$ cat src/rtl/hcaf_pkg.sv
`timescale 1ns / 1ps
`default_nettype none

package hcaf_pkg;

  localparam int unsigned ActW  = 5;
  localparam int unsigned DataW = 8;
  localparam int unsigned BitW  = 3;

  // operation codes
  localparam logic [ActW-1:0] OP_ADD    = 5'd0;
  localparam logic [ActW-1:0] OP_ADC    = 5'd1;
  localparam logic [ActW-1:0] OP_SUB    = 5'd2;
  localparam logic [ActW-1:0] OP_SBC    = 5'd3;
  localparam logic [ActW-1:0] OP_AND    = 5'd4;
  localparam logic [ActW-1:0] OP_XOR    = 5'd5;
  localparam logic [ActW-1:0] OP_OR     = 5'd6;
  localparam logic [ActW-1:0] OP_CP     = 5'd7;
  localparam logic [ActW-1:0] OP_DAA    = 5'd8;
  localparam logic [ActW-1:0] OP_CPL    = 5'd9;
  localparam logic [ActW-1:0] OP_SCF    = 5'd10;
  localparam logic [ActW-1:0] OP_CCF    = 5'd11;
  localparam logic [ActW-1:0] OP_RLCA   = 5'd12;
  localparam logic [ActW-1:0] OP_RLA    = 5'd13;
  localparam logic [ActW-1:0] OP_RRCA   = 5'd14;
  localparam logic [ActW-1:0] OP_RRA    = 5'd15;
  localparam logic [ActW-1:0] OP_INC    = 5'd16;
  localparam logic [ActW-1:0] OP_DEC    = 5'd17;
  localparam logic [ActW-1:0] OP_RLC    = 5'd18;
  localparam logic [ActW-1:0] OP_RRC    = 5'd19;
  localparam logic [ActW-1:0] OP_RL     = 5'd20;
  localparam logic [ActW-1:0] OP_RR     = 5'd21;
  localparam logic [ActW-1:0] OP_SLA    = 5'd22;
  localparam logic [ActW-1:0] OP_SRA    = 5'd23;
  localparam logic [ActW-1:0] OP_SWAP   = 5'd24;
  localparam logic [ActW-1:0] OP_SRL    = 5'd25;
  localparam logic [ActW-1:0] OP_BIT    = 5'd26;
  localparam logic [ActW-1:0] OP_RES    = 5'd27;
  localparam logic [ActW-1:0] OP_SET    = 5'd28;
  localparam logic [ActW-1:0] OP_LOAD_A = 5'd29;

  // decimal adjust constants
  localparam logic [DataW-1:0] DAA_HI   = 8'h60;
  localparam logic [DataW-1:0] DAA_LO   = 8'h06;
  localparam logic [DataW-1:0] BCD_MAX  = 8'h99;
  localparam logic [3:0]       NIB_MAX  = 4'h9;
  localparam logic [3:0]       NIB_FULL = 4'hF;

  typedef struct packed {
    logic z;
    logic n;
    logic h;
    logic c;
  } flags_t;

  typedef struct packed {
    logic [DataW-1:0] acc;
    logic [DataW-1:0] res;
    flags_t           flags;
  } alu_res_t;

endpackage

`default_nettype wire

$ cat src/rtl/hcaf_in_if.sv
`timescale 1ns / 1ps
`default_nettype none

interface hcaf_in_if;
  logic                              valid;
  logic                              ready;
  logic [hcaf_pkg::ActW-1:0]         action;
  logic [hcaf_pkg::DataW-1:0]        operand;
  logic [hcaf_pkg::BitW-1:0]         bit_index;

  modport source (output valid, output action, output operand, output bit_index,
                  input ready);
  modport sink (input valid, input action, input operand, input bit_index,
                output ready);
endinterface

`default_nettype wire

$ cat src/rtl/hcaf_out_if.sv
`timescale 1ns / 1ps
`default_nettype none

interface hcaf_out_if;
  logic                       valid;
  logic                       ready;
  logic [hcaf_pkg::DataW-1:0] accumulator_out;
  logic [hcaf_pkg::DataW-1:0] result_value;
  logic                       zero_flag;
  logic                       subtract_flag;
  logic                       half_carry_flag;
  logic                       carry_flag;

  modport source (output valid, output accumulator_out, output result_value,
                  output zero_flag, output subtract_flag, output half_carry_flag,
                  output carry_flag, input ready);
  modport sink (input valid, input accumulator_out, input result_value,
                input zero_flag, input subtract_flag, input half_carry_flag,
                input carry_flag, output ready);
endinterface

`default_nettype wire

$ cat src/rtl/hcaf_alu.sv
`timescale 1ns / 1ps
`default_nettype none

module hcaf_alu (
  input  wire logic [hcaf_pkg::DataW-1:0] acc,
  input  wire hcaf_pkg::flags_t           flags,
  input  wire logic [hcaf_pkg::ActW-1:0]  action,
  input  wire logic [hcaf_pkg::DataW-1:0] operand,
  input  wire logic [hcaf_pkg::BitW-1:0]  bit_index,
  output hcaf_pkg::alu_res_t              result
);

  always_comb begin
    logic [hcaf_pkg::DataW-1:0] a;
    logic [hcaf_pkg::DataW-1:0] b;
    logic [hcaf_pkg::DataW-1:0] res;
    logic [hcaf_pkg::DataW-1:0] adj;
    logic [hcaf_pkg::DataW-1:0] mask;
    logic [hcaf_pkg::DataW:0]   sum9;
    logic [hcaf_pkg::DataW:0]   sub_rhs;
    logic [4:0]                 nib5;
    logic [4:0]                 nib_rhs;
    logic                       cin;
    hcaf_pkg::flags_t           f;

    a    = acc;
    b    = operand;
    res  = acc;
    f    = flags;
    cin  = 1'b0;
    adj  = '0;
    sum9 = '0;
    nib5 = '0;
    mask = 8'b1 << bit_index;
    sub_rhs = '0;
    nib_rhs = '0;

    case (action)
      hcaf_pkg::OP_ADD, hcaf_pkg::OP_ADC: begin
        cin  = (action == hcaf_pkg::OP_ADC) && flags.c;
        sum9 = {1'b0, a} + {1'b0, b} + {8'b0, cin};
        nib5 = {1'b0, a[3:0]} + {1'b0, b[3:0]} + {4'b0, cin};
        f.h  = nib5[4];
        f.c  = sum9[8];
        a    = sum9[7:0];
        res  = a;
        f.z  = (a == 8'h00);
        f.n  = 1'b0;
      end
      hcaf_pkg::OP_SUB, hcaf_pkg::OP_SBC, hcaf_pkg::OP_CP: begin
        cin     = (action == hcaf_pkg::OP_SBC) && flags.c;
        nib_rhs = {1'b0, b[3:0]} + {4'b0, cin};
        sub_rhs = {1'b0, b} + {8'b0, cin};
        f.h     = {1'b0, a[3:0]} < nib_rhs;
        f.c     = {1'b0, a} < sub_rhs;
        res     = a - b - {7'b0, cin};
        f.z     = (res == 8'h00);
        f.n     = 1'b1;
        if (action != hcaf_pkg::OP_CP) begin
          a = res;
        end
      end
      hcaf_pkg::OP_AND: begin
        a = a & b; res = a;
        f = '{z: (a == 8'h00), n: 1'b0, h: 1'b1, c: 1'b0};
      end
      hcaf_pkg::OP_XOR: begin
        a = a ^ b; res = a;
        f = '{z: (a == 8'h00), n: 1'b0, h: 1'b0, c: 1'b0};
      end
      hcaf_pkg::OP_OR: begin
        a = a | b; res = a;
        f = '{z: (a == 8'h00), n: 1'b0, h: 1'b0, c: 1'b0};
      end
      hcaf_pkg::OP_DAA: begin
        if (flags.c) adj = adj | hcaf_pkg::DAA_HI;
        if (flags.h) adj = adj | hcaf_pkg::DAA_LO;
        if (!flags.n) begin
          if (a[3:0] > hcaf_pkg::NIB_MAX) adj = adj | hcaf_pkg::DAA_LO;
          if (a > hcaf_pkg::BCD_MAX)      adj = adj | hcaf_pkg::DAA_HI;
          a = a + adj;
        end else begin
          a = a - adj;
        end
        f.c = flags.c || (adj >= hcaf_pkg::DAA_HI);
        f.z = (a == 8'h00);
        f.h = 1'b0;
        res = a;
      end
      hcaf_pkg::OP_CPL: begin
        a = ~a; res = a; f.h = 1'b1; f.n = 1'b1;
      end
      hcaf_pkg::OP_SCF: begin
        f.h = 1'b0; f.n = 1'b0; f.c = 1'b1;
      end
      hcaf_pkg::OP_CCF: begin
        f.h = 1'b0; f.n = 1'b0; f.c = !flags.c;
      end
      hcaf_pkg::OP_RLCA: begin
        f = '{z: 1'b0, n: 1'b0, h: 1'b0, c: acc[7]};
        a = {acc[6:0], acc[7]}; res = a;
      end
      hcaf_pkg::OP_RLA: begin
        f = '{z: 1'b0, n: 1'b0, h: 1'b0, c: acc[7]};
        a = {acc[6:0], flags.c}; res = a;
      end
      hcaf_pkg::OP_RRCA: begin
        f = '{z: 1'b0, n: 1'b0, h: 1'b0, c: acc[0]};
        a = {acc[0], acc[7:1]}; res = a;
      end
      hcaf_pkg::OP_RRA: begin
        f = '{z: 1'b0, n: 1'b0, h: 1'b0, c: acc[0]};
        a = {flags.c, acc[7:1]}; res = a;
      end
      hcaf_pkg::OP_INC: begin
        f.h = (b[3:0] == hcaf_pkg::NIB_FULL);
        res = b + 8'd1;
        f.z = (res == 8'h00);
        f.n = 1'b0;
      end
      hcaf_pkg::OP_DEC: begin
        f.h = (b[3:0] == 4'h0);
        res = b - 8'd1;
        f.z = (res == 8'h00);
        f.n = 1'b1;
      end
      hcaf_pkg::OP_RLC, hcaf_pkg::OP_RRC, hcaf_pkg::OP_RL, hcaf_pkg::OP_RR,
      hcaf_pkg::OP_SLA, hcaf_pkg::OP_SRA, hcaf_pkg::OP_SWAP, hcaf_pkg::OP_SRL: begin
        case (action)
          hcaf_pkg::OP_RLC:  begin res = {b[6:0], b[7]};    f.c = b[7]; end
          hcaf_pkg::OP_RRC:  begin res = {b[0], b[7:1]};    f.c = b[0]; end
          hcaf_pkg::OP_RL:   begin res = {b[6:0], flags.c}; f.c = b[7]; end
          hcaf_pkg::OP_RR:   begin res = {flags.c, b[7:1]}; f.c = b[0]; end
          hcaf_pkg::OP_SLA:  begin res = {b[6:0], 1'b0};    f.c = b[7]; end
          hcaf_pkg::OP_SRA:  begin res = {b[7], b[7:1]};    f.c = b[0]; end
          hcaf_pkg::OP_SWAP: begin res = {b[3:0], b[7:4]};  f.c = 1'b0; end
          default:           begin res = {1'b0, b[7:1]};    f.c = b[0]; end
        endcase
        f.z = (res == 8'h00);
        f.n = 1'b0;
        f.h = 1'b0;
      end
      hcaf_pkg::OP_BIT: begin
        f.z = ((b & mask) == 8'h00);
        f.h = 1'b1;
        f.n = 1'b0;
        res = b;
      end
      hcaf_pkg::OP_RES:    res = b & ~mask;
      hcaf_pkg::OP_SET:    res = b | mask;
      hcaf_pkg::OP_LOAD_A: begin a = b; res = b; end
      // unused codes leave everything as it is
      default: ;
    endcase

    result.acc   = a;
    result.res   = res;
    result.flags = f;
  end

endmodule

`default_nettype wire

$ cat src/rtl/handheld_cpu_alu_flags_top.sv
// 8-bit accumulator ALU with Z, N, H and C flags. Each transfer on in_ch carries an
// operation code, an operand byte and a bit index; each produces exactly one transfer
// on out_ch with the new accumulator, the byte produced and the four flags. An item
// goes through an input register and then an output register, from which out_ch is
// driven; throughput is one item per cycle while out_ch does not stall, since the
// accumulator and flag registers are updated in the same cycle the item leaves the
// input register and the next item reads them in the following cycle. A stalled
// output holds its result while one more item waits in the input register.
`timescale 1ns / 1ps
`default_nettype none

module handheld_cpu_alu_flags_top (
  input  wire logic       clk,
  input  wire logic       rst_n,
  hcaf_in_if.sink         in_ch,
  hcaf_out_if.source      out_ch
);

  logic                       s1_valid_r, s1_valid_nxt;
  logic [hcaf_pkg::ActW-1:0]  s1_action_r;
  logic [hcaf_pkg::DataW-1:0] s1_operand_r;
  logic [hcaf_pkg::BitW-1:0]  s1_bit_index_r;

  logic [hcaf_pkg::DataW-1:0] acc_r;
  hcaf_pkg::flags_t           flags_r;

  logic                       out_valid_r, out_valid_nxt;
  hcaf_pkg::alu_res_t         out_data_r;

  hcaf_pkg::alu_res_t         alu_res;
  logic                       out_free;
  logic                       s1_adv;
  logic                       in_xfer;

  hcaf_alu u_alu (
    .acc       (acc_r),
    .flags     (flags_r),
    .action    (s1_action_r),
    .operand   (s1_operand_r),
    .bit_index (s1_bit_index_r),
    .result    (alu_res)
  );

  assign out_free     = !out_valid_r || out_ch.ready;
  assign s1_adv       = s1_valid_r && out_free;
  assign in_ch.ready  = !s1_valid_r || s1_adv;
  assign in_xfer      = in_ch.valid && in_ch.ready;

  always_comb begin
    s1_valid_nxt = s1_valid_r;
    if (in_xfer) begin
      s1_valid_nxt = 1'b1;
    end else if (s1_adv) begin
      s1_valid_nxt = 1'b0;
    end
    out_valid_nxt = out_valid_r;
    if (s1_adv) begin
      out_valid_nxt = 1'b1;
    end else if (out_ch.ready) begin
      out_valid_nxt = 1'b0;
    end
  end

  always_ff @(posedge clk) begin
    if (!rst_n) begin
      s1_valid_r  <= 1'b0;
      out_valid_r <= 1'b0;
      acc_r       <= '0;
      flags_r     <= '0;
    end else begin
      s1_valid_r  <= s1_valid_nxt;
      out_valid_r <= out_valid_nxt;
      // architectural state moves with the item into the output register
      if (s1_adv) begin
        acc_r   <= alu_res.acc;
        flags_r <= alu_res.flags;
      end
    end
  end

  always_ff @(posedge clk) begin
    if (in_xfer) begin
      s1_action_r    <= in_ch.action;
      s1_operand_r   <= in_ch.operand;
      s1_bit_index_r <= in_ch.bit_index;
    end
    if (s1_adv) begin
      out_data_r <= alu_res;
    end
  end

  assign out_ch.valid           = out_valid_r;
  assign out_ch.accumulator_out = out_data_r.acc;
  assign out_ch.result_value    = out_data_r.res;
  assign out_ch.zero_flag       = out_data_r.flags.z;
  assign out_ch.subtract_flag   = out_data_r.flags.n;
  assign out_ch.half_carry_flag = out_data_r.flags.h;
  assign out_ch.carry_flag      = out_data_r.flags.c;

endmodule

`default_nettype wire
$ cat src/flat_wrapper.sv
// flat-port wrapper written by rule: the top's interface ports become plain ports
module handheld_cpu_alu_flags_top_flat 
  (clk, rst_n, in_ch_valid, in_ch_action, in_ch_operand, in_ch_bit_index, in_ch_ready, out_ch_valid, out_ch_accumulator_out, out_ch_result_value, out_ch_zero_flag, out_ch_subtract_flag, out_ch_half_carry_flag, out_ch_carry_flag, out_ch_ready);
  hcaf_in_if in_ch_i ();
  hcaf_out_if out_ch_i ();
  input  wire logic clk;
  input  wire logic rst_n;
  input wire logic [$bits(in_ch_i.valid)-1:0] in_ch_valid;
  input wire logic [$bits(in_ch_i.action)-1:0] in_ch_action;
  input wire logic [$bits(in_ch_i.operand)-1:0] in_ch_operand;
  input wire logic [$bits(in_ch_i.bit_index)-1:0] in_ch_bit_index;
  output wire logic [$bits(in_ch_i.ready)-1:0] in_ch_ready;
  output wire logic [$bits(out_ch_i.valid)-1:0] out_ch_valid;
  output wire logic [$bits(out_ch_i.accumulator_out)-1:0] out_ch_accumulator_out;
  output wire logic [$bits(out_ch_i.result_value)-1:0] out_ch_result_value;
  output wire logic [$bits(out_ch_i.zero_flag)-1:0] out_ch_zero_flag;
  output wire logic [$bits(out_ch_i.subtract_flag)-1:0] out_ch_subtract_flag;
  output wire logic [$bits(out_ch_i.half_carry_flag)-1:0] out_ch_half_carry_flag;
  output wire logic [$bits(out_ch_i.carry_flag)-1:0] out_ch_carry_flag;
  input wire logic [$bits(out_ch_i.ready)-1:0] out_ch_ready;
  assign in_ch_i.valid = in_ch_valid;
  assign in_ch_i.action = in_ch_action;
  assign in_ch_i.operand = in_ch_operand;
  assign in_ch_i.bit_index = in_ch_bit_index;
  assign in_ch_ready = in_ch_i.ready;
  assign out_ch_valid = out_ch_i.valid;
  assign out_ch_accumulator_out = out_ch_i.accumulator_out;
  assign out_ch_result_value = out_ch_i.result_value;
  assign out_ch_zero_flag = out_ch_i.zero_flag;
  assign out_ch_subtract_flag = out_ch_i.subtract_flag;
  assign out_ch_half_carry_flag = out_ch_i.half_carry_flag;
  assign out_ch_carry_flag = out_ch_i.carry_flag;
  assign out_ch_i.ready = out_ch_ready;
  handheld_cpu_alu_flags_top u_core (.clk(clk), .rst_n(rst_n), .in_ch(in_ch_i), .out_ch(out_ch_i));
endmodule
$ cat config.mk
export PLATFORM = sky130hd
export DESIGN_NAME = handheld_cpu_alu_flags_top_flat
export DESIGN_NICKNAME = d
export VERILOG_FILES = /design/src/rtl/hcaf_pkg.sv /design/src/rtl/hcaf_in_if.sv /design/src/rtl/hcaf_out_if.sv /design/src/rtl/hcaf_alu.sv /design/src/rtl/handheld_cpu_alu_flags_top.sv /design/src/flat_wrapper.sv
export SDC_FILE = /design/constraint.sdc
export NUM_CORES = 1
export LEC_CHECK = 0
export ABC_AREA = 1
export BUFFER_PORTS_ARGS = -buffer_cell sky130_fd_sc_hd__buf_4
export CAP_MARGIN = 40
export CELL_PAD_IN_SITES_DETAIL_PLACEMENT = 0
export CELL_PAD_IN_SITES_GLOBAL_PLACEMENT = 1
export CORE_UTILIZATION = 37
export DETAILED_ROUTE_END_ITERATION = 12
export GPL_TIMING_DRIVEN = 0
export MAX_ROUTING_LAYER = met4
export PLACE_DENSITY_LB_ADDON = 0.1
export SETUP_SLACK_MARGIN = 0.4
export SYNTH_ARGS = -nofsm -noshare
export SYNTH_HDL_FRONTEND = slang
export SYNTH_SLANG_ARGS = --single-unit
$ cat constraint.sdc
create_clock -name clk -period 9.1 [get_ports clk]
set_clock_uncertainty 0.05 [all_clocks]
set_input_delay 0.91 -clock clk [delete_from_list [all_inputs] [get_ports clk]]
set_output_delay 0.91 -clock clk [all_outputs]
set_load 0.1 [all_outputs]
==> metrics, run 1 <==
initial antenna violation count 0; CP Cell Sequence buf_2 > clkinv_1 > fa_1 > ha_1 > inv_1 > nand2_1 > nand2_1 > nand2_1 > nand2_1 > nand2_1 > o22ai_1 > nor4_1 > nand2_1; Die Y 129.7 um; NetSw 404.2 uW; Setup TNS 0 ns; CTS Sinks 50; HP Class reg2reg; Placement Cell Area 0.006623 mm^2; Syn-to-layout area delta 12.32%; Clock Tree Buf Depth 2; most frequent cells in the layout 247 x nand2_1, 142 x nor2_1, 127 x inv_1; Horiz. Die Dim 129.7 um; H-tree levels 2; CTS buffer count 5; GRT Residual Overflow 0; antenna viol nets, final 0; hold buffers post-CTS 0; worst vdd ir 0.06839 mV; number of fill cells in the layout 1776; fin crit share 46.01%; Mapped Area 0.006033 mm^2; post-CTS setup buffer count 0; CP Data Required Time 9.07 ns; Unique masters post-synth 40; CP delay by family, top simple AND/OR/NAND/NOR gates; 1st-pass router iterations 6; CP arrival 4.15 ns; status finished clean; Synth Instances 968; Synth top area share 17.92%; nets 1094; CP Launch Type flop; Root Buffer clkbuf_16; Detailed Route WL 25310 um; worst slew pin tran 0.8474 ns; die area 0.01682 mm^2; I/O Buffers 41; clock latency on the worst-skew pair 0.32 ns; final-report max-slew violation count 0; PostCTS Resize Cnt 0; internal power 484.6 uW; max_slew headroom 42.98%; Inserted Diodes 0; power per cell area 131.2 mW/mm^2; DP HPWL 20260 um; Placeable Area 0.01589 mm^2; Setup Viol. Count Final 0; Final Wtd Congestion 0.9976; Hold WS 0.4650 ns; Synth area leaders edfxtp_1 18%, nand2_1 15%, ha_1 11%; cell mode on critical path nand2_1; vias in the first global route 6112; routed len/inst 20.51 um; cell area after layout 0.006777 mm^2; Total GRT Usage 31.96%; flops & latches, synth 50; RSZ-0062 raised after global routing false; Pleak 3.378 nW; vias 6725; logic gate share of total power 44.7%; register area 0.001361 mm^2; Yosys warnings 0; Critical Path Fanout Max 12; CP max stage cell fa_1; Sw Share 45.48%; Total Power 888.7 uW; global-route wire length before repair 37380 um; Clk pin slew, worst setup/hold paths 0.08 ns; layout cells sized above 1 8.448%; CP Class reg2reg; Setup WS pre-CTS 5.105 ns; Reg power frac 32.5%; synthesized net count 1045; post-synthesis average cell area 6.233 um^2; Buf+Inv Stages, Crit Path 3; FMAX 238.8 MHz; routed vias/inst 5.450; final setup margin 4.913 ns; CTS tree done; Yosys top cell by area edfxtp_1; CP endpoint kind flop; Remaining DRCs 0; commonest non-fill, non-tap cell in the layout nand2_1; I/O Pins 42; Final Hold Vio Count 0; Starting Density 37.98%; max-cap check violation count 0; DR iter-0 viols 638; largest net degree at the start of global routing 19; minimum clock period 4.187 ns; Largest stage delay, worst path 0.74 ns; # rows 46; register area share after synthesis 22.56%; Clock Power Share 22.7%; area of the multi-input gates 0.004074 mm^2
cell families (layout without fill, tap and decap cells):
group,after synthesis,count (layout),share of synthesized area [%]
AND/OR/NAND/NOR,565,565,40.96
buffers and inverters,154,204,9.913
AO/OA/AOI/OAI,127,127,12.07
adder cells (fa/ha/maj),57,57,12.32
flip-flops,50,50,22.56
XOR/XNOR,15,15,2.178
tightest hold or removal path: cells and delay by family (launching register included):
kind,cells,cell delay (ns)
flops,1,0.33
simple gates,1,0.08
compound gates,1,0.06
final timing paths:
path	start	slack [ns]	endpoint	cells after the start
worst max-delay path	u_core.s1_operand_r[0]	4.91	u_core.out_ch.accumulator_out[3]	13
worst min register to register	u_core.out_ch.valid	0.46	u_core.out_ch.valid	2
worst min-delay path	u_core.out_ch.valid	0.46	u_core.out_ch.valid	2
worst max register to register	u_core.s1_operand_r[0]	4.91	u_core.out_ch.accumulator_out[3]	13
flip-flops by register name, summed over array words and instances, names as in the netlist:
register	flops
u_core.out_ch.carry_flag	1
u_core.out_ch.result_value	8
u_core.out_ch.accumulator_out	8
u_core.flags_r	4
u_core.s1_valid_r	1
u_core.acc_r	8
u_core.out_ch.zero_flag	1
u_core.s1_action_r	5
u_core.out_ch.subtract_flag	1
u_core.s1_bit_index_r	3
u_core.out_ch.half_carry_flag	1
u_core.s1_operand_r	8
u_core.out_ch.valid	1
Yosys cell counts:
master / instances
nand2_1: 247
nor2_1: 142
inv_1: 127
nand3_1: 80
ha_1: 53
o21ai_0: 45
a21oi_1: 38
edfxtp_1: 36
nand4_1: 36
nor3_1: 23
o22ai_1: 16
dfxtp_1: 14
buf_2: 10
clkbuf_1: 8
nand3b_1: 8
xor2_1: 8
o211ai_1: 7
xnor2_1: 7
nor4_1: 6
o221ai_1: 6
or2_2: 6
nor2_2: 5
a21o_1: 4
fa_1: 4
inv_2: 4
a31oi_1: 3
clkinv_1: 3
nand2_2: 3
nand3_2: 3
and3_1: 2
buf_4: 2
nor2_4: 2
o2111ai_1: 2
o21ai_1: 2
a22oi_1: 1
nand4_2: 1
nor3b_1: 1
o21a_1: 1
o21bai_1: 1
o2bb2ai_1: 1
cell type report:
type / instances / area share [%]
flip-flops and latches: 50 / 20.09
multi-input cells: 764 / 60.12
clock buffers: 5 / 1.846
repair buffers: 42 / 4.708
plain buffers: 20 / 1.403
inverters: 134 / 7.422
clock inverters: 3 / 0.4247
well taps: 216 / 3.988
power by group through the flow:
stage | sequential [mW] | combinational (mW) | clock [mW]
floorplan | 0.338 | 0.226 | 0
global placement | 0.294 | 0.394 | 0
detailed placement | 0.294 | 0.392 | 0
CTS | 0.289 | 0.394 | 0.205
global route | 0.291 | 0.438 | 0.210
finish | 0.289 | 0.397 | 0.202
stage by stage:
step	util (%)	cells
finish	42.66	1234
global route	42.66	1234
CTS	42.66	1234
detailed placement	41.69	1226
global placement	41.62	1225
floorplan	-	968
routing by layer:
| layer | track usage [%] | routed length [um] |
|---|---|---|
| met3 | 4.469 | 1571 |
| met2 | 50.71 | 11440 |
| met4 | 12.72 | 970 |
| met5 | - | 0 |
| met1 | 40.99 | 11330 |
(Power assumes the default switching activity.)
==> inputs of run 2 (changes only) <==
- clock period: 9.1 -> 4 ns (I/O delays scaled with it)
==> run 2 against run 1 <==
Against the previous run: setup slack worse by 4.4 ns; non-clock buffer count rose by 23; largest power group unchanged; count of clock-buffer cells in the layout did not move.
==> metrics, run 2 (same netlist as run 1, synthesis figures left out) <==
status finished clean; Syn-to-layout area delta 17.63%; most frequent cells in the layout 242 x nand2_1, 136 x nor2_1, 122 x inv_1; CP Data Required Time 3.98 ns; vias 6820; largest net degree at the start of global routing 19; HP Class in2reg; Setup Viol. Count Final 0; DP HPWL 20260 um; I/O Buffers 41; Core Util, Final 44.68%; worst vdd ir 0.1596 mV; Die Y 129.7 um; routed len/inst 20.33 um; initial antenna violation count 0; fin crit share 86.21%; NetSw 935.1 uW; fin cells 1257; CP endpoint kind flop; vias in the first global route 6117; Remaining DRCs 0; clock latency on the worst-skew pair 0.32 ns; RSZ-0062 raised after global routing true; Sw Share 45.33%; nets 1117; hold buffers post-CTS 0; Inserted Diodes 0; commonest non-fill, non-tap cell in the layout nand2_1; internal power 1.128 mW; layout cells sized above 1 14.02%; Final Wtd Congestion 0.9976; CP Launch Type flop; worst slew pin tran 0.7412 ns; Starting Density 37.98%; WHS Path Cells 1; Setup TNS 0 ns; routed vias/inst 5.426; # rows 46; CTS tree done; reg2reg path depth 16; Clock Tree Buf Depth 2; CP Class reg2reg; Critical Path Fanout Max 5; R2R setup slack 0.55 ns; I/O Pins 42; logic gate share of total power 45.9%; 1st-pass router iterations 5; max-cap check violation count 0; Clk pin slew, worst setup/hold paths 0.08 ns; global-route wire length before repair 37430 um; FMAX 290.0 MHz; final-report max-slew violation count 0; Root Buffer clkbuf_16; CTS Sinks 50; H-tree levels 2; die area 0.01682 mm^2; Final Hold Vio Count 0; CP arrival 3.43 ns; Placeable Area 0.01589 mm^2; Reg power frac 31.9%; Total GRT Usage 32.01%; power per cell area 290.7 mW/mm^2; max_slew headroom 50.53%; Detailed Route WL 25560 um; Clock Power Share 22.2%; CTS buffer count 5; Horiz. Die Dim 129.7 um; minimum clock period 3.449 ns; Total Power 2.063 mW; GRT Residual Overflow 0; DR iter-0 viols 671; antenna viol nets, final 0; Placed Cells incl. Taps 1226; Pleak 3.508 nW
[run 2: cell count changes in the layout (fill, tap and decap cells not counted), moves of 4 or more]
cell,delta
buf_4,+22
dfxtp_1,-7
nor2_1,-6
inv_1,-5
nand2_1,-5
nand2_2,+5
dfxtp_4,+4
[run 2: routing by layer]
layer	part of all wire [%]	GRT usage [%]
met5	0	-
met4	4.0	12.72
met3	6.2	4.469
met2	45	50.87
met1	45	41.00
[run 2: worst paths after layout]
kind	from	end
worst min register to register	u_core.out_ch.valid	u_core.out_ch.valid
worst min-delay path	in_ch_bit_index[2]	u_core.s1_bit_index_r[2]
worst max register to register	u_core.s1_action_r[4]	u_core.out_ch.accumulator_out[3]
worst max-delay path	u_core.s1_action_r[4]	u_core.out_ch.accumulator_out[3]
[run 2: what timing repair did]
action | in CTS | in global routing
gates resized for setup | 12 | 40
pin swaps | 3 | 12
setup buffers | 3 | 20
setup endpoints to repair | 26 | 25
[run 2: critical path, stage by stage, from the launching register on]
cell and delay (ns):
edfxtp_1 0.43, inv_2 0.10, buf_6 0.12, nand4_1 0.24, nor2_4 0.24, inv_2 0.07, fa_2 0.54, inv_1 0.04
ha_1 0.16, inv_1 0.06, nand2_2 0.05, nand2_2 0.07, nand3_1 0.07, nand2_1 0.18, o22ai_1 0.11, nor4_2 0.50
nand2_1 0.13
[run 2: metrics by stage]
stage	setup slack [ns]	area [um^2]	hold WS, ns
floorplan	1.059	6033	0.4449
global placement	-0.05828	6611	0.4532
detailed placement	0.005139	6623	0.4585
CTS	0.4085	6839	0.2005
global route	0.3799	7097	0.2019
finish	0.5514	7097	0.2018
[run 2: final cells by class]
type,instances,area (um^2)
fill,1738,8788
timing repair buffer,65,491.7
sequential,50,1380
multi-input combinational,764,4174
clock inverter,3,28.78
tap,216,270.3
buffer,20,110.1
clock buffer,5,125.1
inverter,134,516.7
[run 2: power by group through the flow]
stage	clock network (mW)	registers [mW]	logic, mW
6_report	0.458	0.658	0.947
2_1_floorplan	0	0.769	0.514
3_3_place_gp	0	0.669	0.896
4_1_cts	0.467	0.657	0.902
5_1_grt	0.478	0.662	1.04
3_5_place_dp	0	0.669	0.892
==> inputs of run 3 (changes only) <==
- CORE_UTILIZATION: 37 -> 44
==> run 3 against run 2 <==
Against the previous run: combinational power down 2.3%; first-iteration DRC count rose by 31%; critical path depth fell by 1; worst hold slack improved by 0.0061 ns; global-route usage up 3.5 points; design area decreased by 2.0%; via count rose by 1.9%; total power down 1.0%; fmax down 1.7%; die area shrank 16%; critical path type unchanged; largest cell class unchanged.
==> metrics, run 3 (same netlist as run 1, synthesis figures left out) <==
status finished clean; DP HPWL 19070 um; global-route wire length before repair 36520 um; largest net degree at the start of global routing 19; # rows 42; CP Data Required Time 4.15 ns; layout cells sized above 1 12.31%; power per cell area 293.7 mW/mm^2; Pleak 3.464 nW; Die Y 119.1 um; Placeable Area 0.01330 mm^2; number of fill cells in the layout 1425; most frequent cells in the layout 245 x nand2_1, 139 x nor2_1, 124 x inv_1; Final Wtd Congestion 1.010; nets 1108; I/O Pins 42; CP arrival 3.66 ns; routed len/inst 19.86 um; Horiz. Die Dim 119.1 um; vias 6952; Remaining DRCs 0; CP endpoint kind flop; DR iter-0 viols 877; CTS Sinks 50; CP Launch Type flop; CP Class reg2reg; hold buffers post-CTS 0; Setup TNS 0 ns; clock latency on the worst-skew pair 0.31 ns; fin cells 1208; vias in the first global route 6271; Starting Density 45.38%; fin crit share 87.70%; worst vdd ir 0.1667 mV; CTS buffer count 5; Clock Tree Buf Depth 2; CTS tree done; Total GRT Usage 35.50%; RSZ-0062 raised after global routing true; 1st-pass router iterations 6; Critical Path Fanout Max 7; HP Class in2reg; Setup WS pre-CTS 0.08258 ns; Inserted Diodes 0; H-tree levels 2; final setup margin 0.4918 ns; Root Buffer clkbuf_16; GRT Residual Overflow 0; routed vias/inst 5.755; Syn-to-layout area delta 15.22%; Clk pin slew, worst setup/hold paths 0.08 ns; Setup Viol. Count Final 0; max_slew headroom 51.63%; FMAX 285.0 MHz; max-cap check violation count 0; I/O Buffers 41; Final Hold Vio Count 0; worst slew pin tran 0.7255 ns; Detailed Route WL 23990 um; Placed Cells incl. Taps 1186; antenna viol nets, final 0; Total Power 2.042 mW; commonest non-fill, non-tap cell in the layout nand2_1; final-report max-slew violation count 0; die area 0.01418 mm^2; minimum clock period 3.508 ns; initial antenna violation count 0
run 3: area by class of cell:
| type | instances | area (um^2) | share of cell area (%) |
|---|---|---|---|
| Multi-Input combinational cell | 764 | 4163 | 59.88 |
| Sequential cell | 50 | 1371 | 19.73 |
| Inverter | 134 | 508.0 | 7.307 |
| Timing Repair Buffer | 56 | 427.9 | 6.155 |
| Tap cell | 176 | 220.2 | 3.168 |
| Clock buffer | 5 | 125.1 | 1.800 |
| Buffer | 20 | 107.6 | 1.548 |
| Clock inverter | 3 | 28.78 | 0.4140 |
run 3: worst paths after layout:
check | startpoint | end | slack, ns | cells after the start
max | u_core.flags_r[0] | u_core.acc_r[4] | 0.49 | 15
min | in_ch_bit_index[2] | u_core.s1_bit_index_r[2] | 0.21 | 1
max reg2reg | u_core.flags_r[0] | u_core.acc_r[4] | 0.49 | 15
min reg2reg | u_core.out_ch.valid | u_core.out_ch.valid | 0.46 | 2
run 3: per-stage QoR:
stage / cell area [um^2] / util [%] / hold slack [ns]
floorplan: 6033 / - / 0.4449
global placement: 6561 / 49.35 / 0.4513
detailed placement: 6576 / 49.46 / 0.4522
CTS: 6773 / 50.94 / 0.2060
global route: 6952 / 52.29 / 0.2024
finish: 6952 / 52.29 / 0.2078
run 3: power breakdown:
part | internal (mW) | switching, mW | leakage [nW]
combinational | 0.277 | 0.648 | 2.92
clock | 0.239 | 0.220 | 0.0759
sequential | 0.606 | 0.0510 | 0.465
total | 1.12 | 0.919 | 3.46
run 3: what timing repair did:
action | in CTS | in global routing
setup endpoints to repair | 25 | 24
pin swaps | 0 | 11
setup buffers | 1 | 13
resized for setup | 9 | 29
run 3: critical path, cell delays in order (launching register included):
cell and delay (ns):
dfxtp_1 0.58, inv_1 0.30, nor4_4 0.47, fa_2 0.28, inv_1 0.05, fa_1 0.39
inv_1 0.11, nand3_1 0.12, nand2_1 0.10, nand2_1 0.05, nand2_1 0.12, o221ai_1 0.16
nor2_1 0.22, nand3_1 0.15, o21ai_0 0.18, inv_1 0.05
run 3: routing by layer:
metal	share of wire (%)	GRT usage (%)	routed length, um	vias up
li1	-	-	-	3350
met4	3.6	14.00	869	0
met2	45	55.09	10820	372
met1	43	47.45	10200	3167
met5	0	-	0	-
met3	8.8	3.544	2103	63
